===== src/hdl/hfu_pkg.sv =====
// Shared types and constants of the header field unfolding parser.
// No dependencies; used by the output queue and the top level.
`default_nettype none

package hfu_pkg;

    // result kinds
    localparam logic [2:0] K_NAME  = 3'd0;
    localparam logic [2:0] K_VALUE = 3'd1;
    localparam logic [2:0] K_FEND  = 3'd2;
    localparam logic [2:0] K_DONE  = 3'd3;
    localparam logic [2:0] K_ERR   = 3'd4;

    // error codes
    localparam logic [1:0] E_UNTERM  = 2'd0;
    localparam logic [1:0] E_NOVALUE = 2'd1;
    localparam logic [1:0] E_TOOMANY = 2'd2;

    // characters
    localparam logic [7:0] C_NUL   = 8'd0;
    localparam logic [7:0] C_TAB   = 8'd9;
    localparam logic [7:0] C_LF    = 8'd10;
    localparam logic [7:0] C_CR    = 8'd13;
    localparam logic [7:0] C_SP    = 8'd32;
    localparam logic [7:0] C_COLON = 8'd58;
    localparam logic [7:0] C_UPA   = 8'd65;
    localparam logic [7:0] C_UPZ   = 8'd90;
    localparam logic [7:0] C_CASE  = 8'd32;

    localparam logic [15:0] MAX_FIELDS_RST = 16'd5000;

    typedef struct packed {
        logic [2:0] kind;
        logic [7:0] out_char;
        logic [1:0] error_code;
        logic       last;
    } t_res;

    // results of one byte, handed to the output queue
    typedef struct packed {
        logic [1:0] cnt;
        t_res       e0;
        t_res       e1;
    } t_push;

endpackage

`default_nettype wire


===== src/hdl/hfu_if.sv =====
// Channel interfaces of the parser: input bytes, config writes, results.
// Depends on nothing but plain logic types.
`default_nettype none

interface hfu_in_if;
    logic       valid;
    logic       ready;
    logic [7:0] in_char;
    modport source (output valid, output in_char, input ready);
    modport sink   (input valid, input in_char, output ready);
endinterface

interface hfu_cfg_if;
    logic        valid;
    logic        ready;
    logic [15:0] max_fields;
    modport source (output valid, output max_fields, input ready);
    modport sink   (input valid, input max_fields, output ready);
endinterface

interface hfu_out_if;
    logic       valid;
    logic       ready;
    logic [2:0] kind;
    logic [7:0] out_char;
    logic [1:0] error_code;
    logic       last;
    modport source (output valid, output kind, output out_char, output error_code,
                    output last, input ready);
    modport sink   (input valid, input kind, input out_char, input error_code,
                    input last, output ready);
endinterface

`default_nettype wire


===== src/hdl/hfu_outq.sv =====
// Result queue: in, up to two results per cycle; out, one per ready cycle.
// Depends on hfu_pkg and hfu_out_if.
`default_nettype none

module hfu_outq #(
    parameter int DEPTH = 4
) (
    input  wire logic         i_clk,
    input  wire logic         i_rst_n,
    input  hfu_pkg::t_push    i_push,
    output logic              o_room,
    hfu_out_if.source         o_out
);

    localparam int AW = (DEPTH > 2) ? $clog2(DEPTH) : 1;
    localparam int CW = $clog2(DEPTH + 1);
    localparam logic [CW-1:0] ROOM_MAX = CW'(DEPTH - 2);

    hfu_pkg::t_res r_mem [DEPTH];
    logic [AW-1:0] r_wr, n_wr;
    logic [AW-1:0] r_rd, n_rd;
    logic [CW-1:0] r_cnt, n_cnt;
    logic [AW-1:0] wr1;
    logic          pop;

    function automatic logic [AW-1:0] nxt(input logic [AW-1:0] p);
        return (p == AW'(DEPTH - 1)) ? '0 : p + 1'b1;
    endfunction

    assign pop    = o_out.ready && (r_cnt != '0);
    assign wr1    = nxt(r_wr);
    assign o_room = (r_cnt <= ROOM_MAX);

    always_comb begin
        n_rd  = pop ? nxt(r_rd) : r_rd;
        n_wr  = r_wr;
        if (i_push.cnt == 2'd1) begin
            n_wr = wr1;
        end else if (i_push.cnt == 2'd2) begin
            n_wr = nxt(wr1);
        end
        n_cnt = r_cnt + CW'(i_push.cnt) - CW'(pop);
    end

    always_ff @(posedge i_clk) begin
        if (!i_rst_n) begin
            r_wr  <= '0;
            r_rd  <= '0;
            r_cnt <= '0;
        end else begin
            r_wr  <= n_wr;
            r_rd  <= n_rd;
            r_cnt <= n_cnt;
        end
    end

    always_ff @(posedge i_clk) begin
        if (i_push.cnt != 2'd0) begin
            r_mem[r_wr] <= i_push.e0;
        end
        if (i_push.cnt == 2'd2) begin
            r_mem[wr1] <= i_push.e1;
        end
    end

    assign o_out.valid      = (r_cnt != '0);
    assign o_out.kind       = r_mem[r_rd].kind;
    assign o_out.out_char   = r_mem[r_rd].out_char;
    assign o_out.error_code = r_mem[r_rd].error_code;
    assign o_out.last       = r_mem[r_rd].last;

endmodule

`default_nettype wire


===== src/hdl/header_field_unfold_parser.sv =====
// Top level of the header field unfolding parser: byte parser and config register.
// Depends on hfu_pkg, hfu_if and hfu_outq.
// Results are registered in the result queue as their byte is accepted.
// Throughput: one byte per cycle while i_in.ready is high; the output moves one
// result per cycle while o_out.ready; the queue absorbs a byte's second result.
// i_in.ready is high while the result queue has room for two results.
// Reset (synchronous, active low): parser at field start, count cleared,
// max_fields back to 5000, result queue empty.
`default_nettype none

module header_field_unfold_parser #(
    parameter int QDEPTH = 4
) (
    input  wire logic   i_clk,
    input  wire logic   i_rst_n,
    hfu_in_if.sink      i_in,
    hfu_cfg_if.sink     i_cfg,
    hfu_out_if.source   o_out
);

    localparam logic [2:0] PH_START = 3'd0;
    localparam logic [2:0] PH_NAME  = 3'd1;
    localparam logic [2:0] PH_VALUE = 3'd2;
    localparam logic [2:0] PH_VEOL  = 3'd3;
    localparam logic [2:0] PH_SKIP  = 3'd4;

    logic [2:0]  r_phase, n_phase;
    logic        r_seen, n_seen;
    logic        r_pend, n_pend;
    logic        r_raw, n_raw;
    logic [15:0] r_fcount, n_fcount;
    logic [15:0] r_max_fields;

    hfu_pkg::t_push push;
    logic           room;
    logic           acc;
    logic [7:0]     b;
    logic [7:0]     lc;
    logic           b_ws, b_eol, b_blank;

    assign acc        = i_in.valid && room;
    assign i_in.ready = room;
    assign i_cfg.ready = 1'b1;
    assign b          = i_in.in_char;

    assign b_eol   = (b == hfu_pkg::C_LF) || (b == hfu_pkg::C_CR);
    assign b_blank = (b == hfu_pkg::C_SP) || (b == hfu_pkg::C_TAB);
    assign b_ws    = (b == hfu_pkg::C_SP) || ((b >= hfu_pkg::C_TAB) && (b <= hfu_pkg::C_CR));
    assign lc      = ((b >= hfu_pkg::C_UPA) && (b <= hfu_pkg::C_UPZ)) ? b + hfu_pkg::C_CASE : b;

    function automatic hfu_pkg::t_push put(input hfu_pkg::t_push p, input logic [2:0] k,
                                           input logic [7:0] c, input logic [1:0] e);
        hfu_pkg::t_res r;
        r.kind       = k;
        r.out_char   = c;
        r.error_code = e;
        r.last       = 1'b0;
        if (p.cnt == 2'd0) begin
            p.e0 = r;
        end else begin
            p.e1 = r;
        end
        p.cnt = p.cnt + 2'd1;
        return p;
    endfunction

    always_comb begin
        logic [15:0] fc;
        logic        do_start;
        logic [7:0]  tc;
        logic [2:0]  tk;
        logic        do_text;

        n_phase  = r_phase;
        n_seen   = r_seen;
        n_pend   = r_pend;
        n_raw    = r_raw;
        n_fcount = r_fcount;
        push     = '0;
        fc       = r_fcount;
        do_start = 1'b0;
        do_text  = 1'b0;
        tc       = b;
        tk       = hfu_pkg::K_VALUE;

        unique case (r_phase)
            PH_START: begin
                do_start = 1'b1;
            end
            PH_NAME: begin
                if (b == hfu_pkg::C_NUL) begin
                    push    = put(push, hfu_pkg::K_ERR, 8'd0, hfu_pkg::E_UNTERM);
                    n_phase = PH_START;
                    n_seen  = 1'b0;
                    n_pend  = 1'b0;
                    n_raw   = 1'b0;
                    n_fcount = '0;
                end else if (b == hfu_pkg::C_COLON || b_eol) begin
                    n_phase = PH_VALUE;
                    n_seen  = 1'b0;
                    n_pend  = 1'b0;
                    n_raw   = 1'b0;
                end else begin
                    do_text = 1'b1;
                    tk      = hfu_pkg::K_NAME;
                    tc      = lc;
                end
            end
            PH_VALUE: begin
                if (b == hfu_pkg::C_NUL) begin
                    push    = put(push, hfu_pkg::K_ERR, 8'd0, hfu_pkg::E_UNTERM);
                    n_phase = PH_START;
                    n_seen  = 1'b0;
                    n_pend  = 1'b0;
                    n_raw   = 1'b0;
                    n_fcount = '0;
                end else if (b_eol) begin
                    n_phase = PH_VEOL;
                end else begin
                    n_raw   = 1'b1;
                    do_text = 1'b1;
                end
            end
            PH_VEOL: begin
                if (b_blank) begin
                    // folded line: the line end counts as whitespace
                    n_raw   = 1'b1;
                    n_pend  = r_pend | r_seen;
                    n_phase = PH_VALUE;
                end else if (!r_raw) begin
                    push = put(push, hfu_pkg::K_ERR, 8'd0, hfu_pkg::E_NOVALUE);
                    if (b == hfu_pkg::C_NUL) begin
                        n_phase  = PH_START;
                        n_seen   = 1'b0;
                        n_pend   = 1'b0;
                        n_raw    = 1'b0;
                        n_fcount = '0;
                    end else begin
                        n_phase = PH_SKIP;
                    end
                end else begin
                    push     = put(push, hfu_pkg::K_FEND, 8'd0, hfu_pkg::E_UNTERM);
                    fc       = r_fcount + 16'd1;
                    n_fcount = fc;
                    do_start = 1'b1;
                end
            end
            PH_SKIP: begin
                if (b == hfu_pkg::C_NUL) begin
                    n_phase  = PH_START;
                    n_seen   = 1'b0;
                    n_pend   = 1'b0;
                    n_raw    = 1'b0;
                    n_fcount = '0;
                end
            end
            default: begin
                n_phase = PH_SKIP;
            end
        endcase

        if (do_text) begin
            if (b_ws) begin
                n_pend = r_pend | r_seen;
            end else begin
                if (r_pend) begin
                    push = put(push, tk, hfu_pkg::C_SP, hfu_pkg::E_UNTERM);
                end
                push   = put(push, tk, tc, hfu_pkg::E_UNTERM);
                n_pend = 1'b0;
                n_seen = 1'b1;
            end
        end

        // field start: zero byte, or colon/line end under max_fields, closes the message
        if (do_start) begin
            if (b == hfu_pkg::C_NUL) begin
                push     = put(push, hfu_pkg::K_DONE, 8'd0, hfu_pkg::E_UNTERM);
                n_phase  = PH_START;
                n_seen   = 1'b0;
                n_pend   = 1'b0;
                n_raw    = 1'b0;
                n_fcount = '0;
            end else if (fc >= r_max_fields) begin
                push    = put(push, hfu_pkg::K_ERR, 8'd0, hfu_pkg::E_TOOMANY);
                n_phase = PH_SKIP;
            end else if (b == hfu_pkg::C_COLON || b_eol) begin
                push    = put(push, hfu_pkg::K_DONE, 8'd0, hfu_pkg::E_UNTERM);
                n_phase = PH_SKIP;
            end else begin
                n_phase = PH_NAME;
                n_pend  = 1'b0;
                n_seen  = !b_ws;
                if (!b_ws) begin
                    push = put(push, hfu_pkg::K_NAME, lc, hfu_pkg::E_UNTERM);
                end
            end
        end

        push.e0.last = (push.cnt == 2'd1);
        push.e1.last = 1'b1;
        if (!acc) begin
            push.cnt = 2'd0;
        end
    end

    always_ff @(posedge i_clk) begin
        if (!i_rst_n) begin
            r_phase      <= PH_START;
            r_seen       <= 1'b0;
            r_pend       <= 1'b0;
            r_raw        <= 1'b0;
            r_fcount     <= '0;
            r_max_fields <= hfu_pkg::MAX_FIELDS_RST;
        end else begin
            if (acc) begin
                r_phase  <= n_phase;
                r_seen   <= n_seen;
                r_pend   <= n_pend;
                r_raw    <= n_raw;
                r_fcount <= n_fcount;
            end
            if (i_cfg.valid) begin
                r_max_fields <= i_cfg.max_fields;
            end
        end
    end

    hfu_outq #(
        .DEPTH (QDEPTH)
    ) u_outq (
        .i_clk   (i_clk),
        .i_rst_n (i_rst_n),
        .i_push  (push),
        .o_room  (room),
        .o_out   (o_out)
    );

    // a zero byte always leaves the parser at the start of a new message
    a_nul_restarts: assert property (@(posedge i_clk) disable iff (!i_rst_n)
        (acc && b == hfu_pkg::C_NUL) |=> (r_phase == PH_START && r_fcount == 16'd0))
        else $error("zero byte did not restart the message");

    // a pending space only exists after text in the current name or value
    a_pend_needs_text: assert property (@(posedge i_clk) disable iff (!i_rst_n)
        r_pend |-> r_seen)
        else $error("pending space without text");

    a_char_only_text: assert property (@(posedge i_clk) disable iff (!i_rst_n)
        (o_out.valid && o_out.kind != hfu_pkg::K_NAME && o_out.kind != hfu_pkg::K_VALUE)
        |-> (o_out.out_char == 8'd0))
        else $error("character on a non-text result");

    a_code_only_err: assert property (@(posedge i_clk) disable iff (!i_rst_n)
        (o_out.valid && o_out.kind != hfu_pkg::K_ERR) |-> (o_out.error_code == 2'd0))
        else $error("error code on a non-error result");

endmodule

`default_nettype wire

===== src/flat_wrapper.sv =====
// flat-port wrapper written by rule: the top's interface ports become plain ports
module header_field_unfold_parser_flat 
#(
    parameter int QDEPTH = 4
)
  (i_clk, i_rst_n, i_in_valid, i_in_in_char, i_in_ready, i_cfg_valid, i_cfg_max_fields, i_cfg_ready, o_out_valid, o_out_kind, o_out_out_char, o_out_error_code, o_out_last, o_out_ready);
  hfu_in_if i_in_i ();
  hfu_cfg_if i_cfg_i ();
  hfu_out_if o_out_i ();
  input  wire logic i_clk;
  input  wire logic i_rst_n;
  input wire logic [$bits(i_in_i.valid)-1:0] i_in_valid;
  input wire logic [$bits(i_in_i.in_char)-1:0] i_in_in_char;
  output wire logic [$bits(i_in_i.ready)-1:0] i_in_ready;
  input wire logic [$bits(i_cfg_i.valid)-1:0] i_cfg_valid;
  input wire logic [$bits(i_cfg_i.max_fields)-1:0] i_cfg_max_fields;
  output wire logic [$bits(i_cfg_i.ready)-1:0] i_cfg_ready;
  output wire logic [$bits(o_out_i.valid)-1:0] o_out_valid;
  output wire logic [$bits(o_out_i.kind)-1:0] o_out_kind;
  output wire logic [$bits(o_out_i.out_char)-1:0] o_out_out_char;
  output wire logic [$bits(o_out_i.error_code)-1:0] o_out_error_code;
  output wire logic [$bits(o_out_i.last)-1:0] o_out_last;
  input wire logic [$bits(o_out_i.ready)-1:0] o_out_ready;
  assign i_in_i.valid = i_in_valid;
  assign i_in_i.in_char = i_in_in_char;
  assign i_in_ready = i_in_i.ready;
  assign i_cfg_i.valid = i_cfg_valid;
  assign i_cfg_i.max_fields = i_cfg_max_fields;
  assign i_cfg_ready = i_cfg_i.ready;
  assign o_out_valid = o_out_i.valid;
  assign o_out_kind = o_out_i.kind;
  assign o_out_out_char = o_out_i.out_char;
  assign o_out_error_code = o_out_i.error_code;
  assign o_out_last = o_out_i.last;
  assign o_out_i.ready = o_out_ready;
  header_field_unfold_parser #(.QDEPTH(QDEPTH)) u_core (.i_clk(i_clk), .i_rst_n(i_rst_n), .i_in(i_in_i), .i_cfg(i_cfg_i), .o_out(o_out_i));
endmodule

===== config.mk =====
export PLATFORM = sky130hd
export DESIGN_NAME = header_field_unfold_parser_flat
export DESIGN_NICKNAME = d
export VERILOG_FILES = /design/src/hdl/hfu_pkg.sv /design/src/hdl/hfu_if.sv /design/src/hdl/hfu_outq.sv /design/src/hdl/header_field_unfold_parser.sv /design/src/flat_wrapper.sv
export SDC_FILE = /design/constraint.sdc
export NUM_CORES = 1
export LEC_CHECK = 0
export BUFFER_PORTS_ARGS = -buffer_cell sky130_fd_sc_hd__buf_2
export CORE_AREA = 4 4 146 92
export CTS_CLUSTER_SIZE = 30
export DETAILED_ROUTE_END_ITERATION = 7
export DIE_AREA = 0 0 150 96
export PLACE_DENSITY = 0.82
export SLEW_MARGIN = 15
export SYNTH_ARGS = -nofsm -noshare
export SYNTH_HDL_FRONTEND = slang
export SYNTH_SLANG_ARGS = --single-unit

===== constraint.sdc =====
create_clock -name i_clk -period 5.55 [get_ports i_clk]
set_input_delay 1.11 -clock i_clk [delete_from_list [all_inputs] [get_ports i_clk]]
set_output_delay 1.11 -clock i_clk [all_outputs]
set_load 0.02 [all_outputs]

* Word level (Yosys, flattened, before mapping)
Memory sizes are Yosys's and may differ from the RTL's. A register that Yosys moved wholly into a read port is not among the register bits.
Index checks and enable logic that the tools add are counted.
** Word-level totals
- Register bits :: 45
- RAM bits :: 56
- Input bits :: 29
- Output and inout bits :: 17
- Word-level logic and storage cells :: 174
- Memories kept :: 1
** Memories
- u_core.u_outq.r_mem :: depth 4, bits a word 14, read ports 1, clocked after Yosys merged registers in 1, write ports 2, line hfu_outq.sv:19 : hfu_pkg::t_res r_mem [DEPTH];
** Cells by class
- Add/subtract/negate cells :: 10
- Magnitude comparators :: 6
- Equality and inequality tests :: 20
- Mux-type cells :: 106
- Bitwise gates (word level) :: 1
- Reduce and logical (&&, ||, !) cells :: 21
** Operators by type and width (count)
- 2-to-1 mux 30 bit :: 11
- 2-to-1 mux 14 bit :: 10
- 2-to-1 mux 16 bit :: 8
- one-hot mux 30 bit (2 select lines) :: 1
- 2-to-1 mux 3 bit :: 14
- 2-to-1 mux 1 bit :: 41
- 2-to-1 mux 8 bit :: 4
- one-hot mux 16 bit (2 select lines) :: 1
- 2-to-1 mux 29 bit :: 1
- 2-to-1 mux 28 bit :: 1
- equality test 8 x 4 -> 1 bit, second input constant :: 3
- adder 16 x 1 -> 16 bit, second input constant :: 1
- equality test 8 x 6 -> 1 bit, second input constant :: 2
- greater-or-equal comparator 16 bit :: 1
- 2-to-1 mux 2 bit :: 8
- one-hot mux 3 bit (5 select lines) :: 1
- adder 2 x 1 -> 2 bit, second input constant :: 6
- adder 8 x 6 -> 8 bit, second input constant :: 1
- equality test 2 bit, second input constant :: 4
- greater-or-equal comparator 8 x 4 -> 1 bit, second input constant :: 1
- greater-or-equal comparator 8 x 7 -> 1 bit, second input constant :: 1
- <= comparator 8 x 4 -> 1 bit, second input constant :: 1
- <= comparator 8 x 7 -> 1 bit, second input constant :: 1
- zero test 8 bit :: 1
- 25 further kinds :: 40

* Longest topological paths before layout
- Depth after elaboration :: 25
- Mapped depth :: 24
- Mapped depth without buffers :: 23

* Cells and area by module
A second synthesis with hierarchy kept.
** Unflattened totals
- Cells, all modules :: 728
- Area, all modules :: 6974.2 sq um
** By module, submodules not included
- header_field_unfold_parser :: instances 1, cells each 524, area an instance 3647.2 sq um, seq. area each 760.7 sq um
- hfu_outq :: instances 1, cells each 204, area an instance 3326.9 sq um, seq. area each 1861.8 sq um

* Worst setup path after synthesis
Ideal clock, no wire load.
- Path kind :: in2reg
- Start :: input port i_in_in_char[3]
- End :: memory u_core.u_outq.r_mem[1][3] (netlist bit), data pin
- Library setup time :: 0.255 ns
- Arrival time :: 5.636 ns
- Data required time :: 5.295 ns
- Path slack :: -0.341 ns
- Cell stages on the path :: 21
- Path buffers :: 1
- Path through :: or3b_1 > a2111o_1 > nand3_1 > nor2_1 > and3_1 > xor2_1 > ha_1 > a21oi_1 > o21ai_1 > or4b_4 > o21a_1 > a22o_1 > and2_1 > ha_1 > clkbuf_1 > nand2_1 > nor2_1 > a21oi_1 > nor2_1 > a22o_1 > and2_1
** RTL lines
- start, declared :: line flat_wrapper.sv:13 : input wire logic [$bits(i_in_i.in_char)-1:0] i_in_in_char;
- end, declared :: line hfu_outq.sv:19

==> results.py <==
metrics = {
    "status": {
        "outcome": "finished clean",
    },
    "die": {
        "die_area_um2": 14400,
        "io_pins": 46,
        "core_area_um2": 11900,
        "die_y_um": 96,
        "start_util": 0.545,
        "die_w_um": 150,
        "num_rows": 31,
    },
    "clock_tree": {
        "hold_buffers": 0,
        "clkSinkCount": 103,
        "cts-htree-levels": 3,
        "numCtsBuffers": 9,
        "cts_tree": "done",
        "root_buffer": "clkbuf_16",
        "clk_path_buf_depth": 2,
        "clk_latency_ns": 0.35,
        "cts.clk_slew.worst_paths_ns": 0.07,
    },
    "synth": {
        "synth_edf_count": 48,
        "synth_largest_area_cell": "edfxtp_1",
        "synth_top_area_frac": 0.222,
        "synth_fp_nets": 774,
        "netlist_instances": 708,
        "yosysWarnings": 0,
        "synthSimpleGateAreaFrac": 0.199,
        "synth.cell_area_um2": 6500,
        "avgSynthCellArea_um2": 9.19,
        "synth.yosys.seq_area_share": 0.391,
        "yosys.area_share.adder": 0.0723,
        "synth_seq_cells": 103,
        "synthXorXnorAreaFrac": 0.0269,
        "async_flop_share": 0,
        "yosysUniqueCellTypes": 74,
        "synth.area.top_cells": "edfxtp_1, dfxtp_1, ha_1, mux4_2, nand2_1",
        "synth-compound-area-share": 0.195,
        "yosys_most_used_dff": "dfxtp_1",
        "synth_top_family_by_area": "simple AND/OR/NAND/NOR gates",
        "muxShareOfSynthArea": 0.0721,
    },
    "worst_setup_path": {
        "crit_family": "compound AO/OA/AOI/OAI gates",
        "worstSetupPathType": "input port to flop",
        "worst-path-max-fanout": 5,
        "startpoint_type": "input port",
        "cp-startpoint": "i_in_in_char[3]",
        "worstPathRequired_ns": 5.65,
        "worstPathCellList": "buf_2 > or3b_4 > a2111o_1 > nand3_2 > buf_4 > nor3_1 > xor2_1 > ha_1 > a21oi_2 > o21ai_2 > or4b_4 > o21a_4 > a22o_1 > nand2_1 > ha_4 > nand2b_4 > a21oi_1 > buf_4 > a21oi_4 > nor2_1 > a22o_2 > and2_1",
        "r2r-start": "u_core.r_fcount[0]",
        "worst_path_largest_cell_delay_ns": 0.52,
        "critical_path.slowest_cell": "a2111o_1",
        "worst_setup_path_end_kind": "flop",
        "crit_buf_inv": 3,
        "cp_common_cell": "buf_4",
        "crit_arrival_ns": 5.55,
    },
    "grt": {
        "grt_pass1_vias": 5665,
        "antenna_found_initial": 0,
        "grt_remaining_overflow": 0,
        "grt_pass1_wl_um": 29000,
        "grt_max_degree": 23,
        "grtUsageTotal": 0.255,
    },
    "timing": {
        "min_period_ns": 5.44,
        "fin_skew_ns": 0.00826,
        "setup_viol": 0,
        "max_freq_mhz": 184,
        "hold_violations": 0,
        "period_share": 0.981,
        "drv_slew": 0,
        "tightest_slew_ns": 0.970,
        "slew_headroom": 0.352,
        "setup_ws_ns": 0.108,
    },
    "drt": {
        "wl_um": 18400,
        "wire_per_inst_um": 18.9,
        "routed_via_density": 6.25,
        "dr.pass1.iters": 6,
        "drcViolationCount": 0,
        "drtIter0Drc": 879,
        "antenna_left": 0,
        "num_vias": 6084,
    },
    "finish": {
        "final_common_cell": "nand2_1",
        "drive_gt1_frac": 0.249,
        "final_cell_mix": "nand2_1, buf_4, nor2_1",
        "layout.cells.non_filler": 973,
        "fin_util": 0.656,
        "fin_area_um2": 7840,
        "nets": 869,
        "antenna_cells": 0,
        "area_growth_pct": 20.5,
    },
    "place": {
        "hpwlAfterDp_um": 13800,
        "place_congestion": 0.908,
        "place_inst": 954,
        "preCtsSetupSlack_ns": -0.335,
        "post_dp_cell_area_um2": 7440,
        "port_buffers": 44,
    },
    "pwr": {
        "switchingPower_uw": 1270,
        "leakage_uw": 0.00313,
        "peakVddDrop_mv": 0.211,
        "internal_power_uw": 1930,
        "swShare": 0.397,
        "power_frac_comb": 0.478,
        "seq_power_share": 0.330,
        "clkPwrFrac": 0.192,
        "p_per_area_nw_per_um2": 408,
    },
    "run": {
        "maxCapViolCount": 0,
    },
    "hold_path": {
        "hold_path.class": "flop to flop",
        "hp-start": "u_core.u_outq.r_mem[1][1]",
    },
}
==> power groups by stage <==
stage	clock network, uW	logic [uW]	registers (uW)
detailed placement	0	1400	1070
floorplan	0	928	1030
global placement	0	1350	1060
global route	644	1640	1070
finish	613	1530	1050
CTS	616	1420	1060
==> metrics by stage <==
stage | hold slack (ns) | TNS, ns | total power, uW
2_1_floorplan | 0.426 | 0 | 1960
3_3_place_gp | 0.441 | -4.01 | 2420
3_5_place_dp | 0.454 | -8.69 | 2470
4_1_cts | 0.466 | 0 | 3090
5_1_grt | 0.485 | -0.126 | 3350
6_report | 0.468 | 0 | 3190
==> final cells by class <==
type | instances | area (um^2)
inverters | 31 | 116
repair buffers | 124 | 871
flip-flops and latches | 103 | 2540
fillers | 992 | 4110
clock inverters | 6 | 52.6
well taps | 165 | 206
clock buffers | 10 | 229
multi-input cells | 534 | 3820
==> synthesized netlist by cell type, types with 14 or more instances <==
library cell / count
a21oi_1: 39
o21ai_0: 39
nor3_1: 16
clkbuf_1: 27
edfxtp_1: 48
nand2_1: 81
mux4_2: 14
ha_1: 36
nand3_1: 19
and2_1: 22
dfxtp_1: 55
o22ai_1: 18
nor2_1: 62
inv_1: 31
==> timing repair <==
action	4_1_cts	5_1_grt
endpoints found under the setup margin	0	38
resized for setup	0	22
buffers inserted	0	3
==> worst min-delay path: stages (launching register included) <==
cell and delay [ns]:
dfxtp_1 0.32, nand3_1 0.06, nand2_1 0.05
==> kinds of logic after synthesis <==
group	Yosys count
compound gates	186
fa+ha+maj	37
xor+xnor	20
buf+inv	71
simple gates	261
mux	29
flops	103
other cells	1
==> final timing paths <==
| kind | end | slack (ns) | cells past startpoint |
|---|---|---|---|
| worst max-delay path | u_core.u_outq.r_mem[1][6] | 0.11 | 22 |
| worst min-delay path | u_core.u_outq.r_mem[1][1] | 0.47 | 2 |
| worst max register to register | u_core.u_outq.r_mem[1][6] | 0.30 | 21 |
| worst min register to register | u_core.u_outq.r_mem[1][1] | 0.47 | 2 |
==> per-layer routing <==
layer / share of wire / routed length, um / vias to the layer above / GRT usage
met5: 0 / 0 / - / 0
met3: 0.11 / 1980 / 31 / 0.0569
met2: 0.43 / 7900 / 360 / 0.382
met1: 0.45 / 8310 / 2887 / 0.378
li1: - / - / 2806 / -
met4: 0.011 / 209 / 0 / 0.0533
==> registers in the layout (all words and copies together) (netlist names), named ones only <==
name / count
u_core.r_phase: 3
u_core.r_max_fields: 16
u_core.u_outq.r_wr: 2
u_core.r_raw: 1
u_core.r_seen: 1
u_core.u_outq.r_cnt: 3
u_core.r_fcount: 16
u_core.r_pend: 1
u_core.u_outq.r_rd: 2
u_core.u_outq.r_mem: 56
Power figures use the tool's default switching activity.
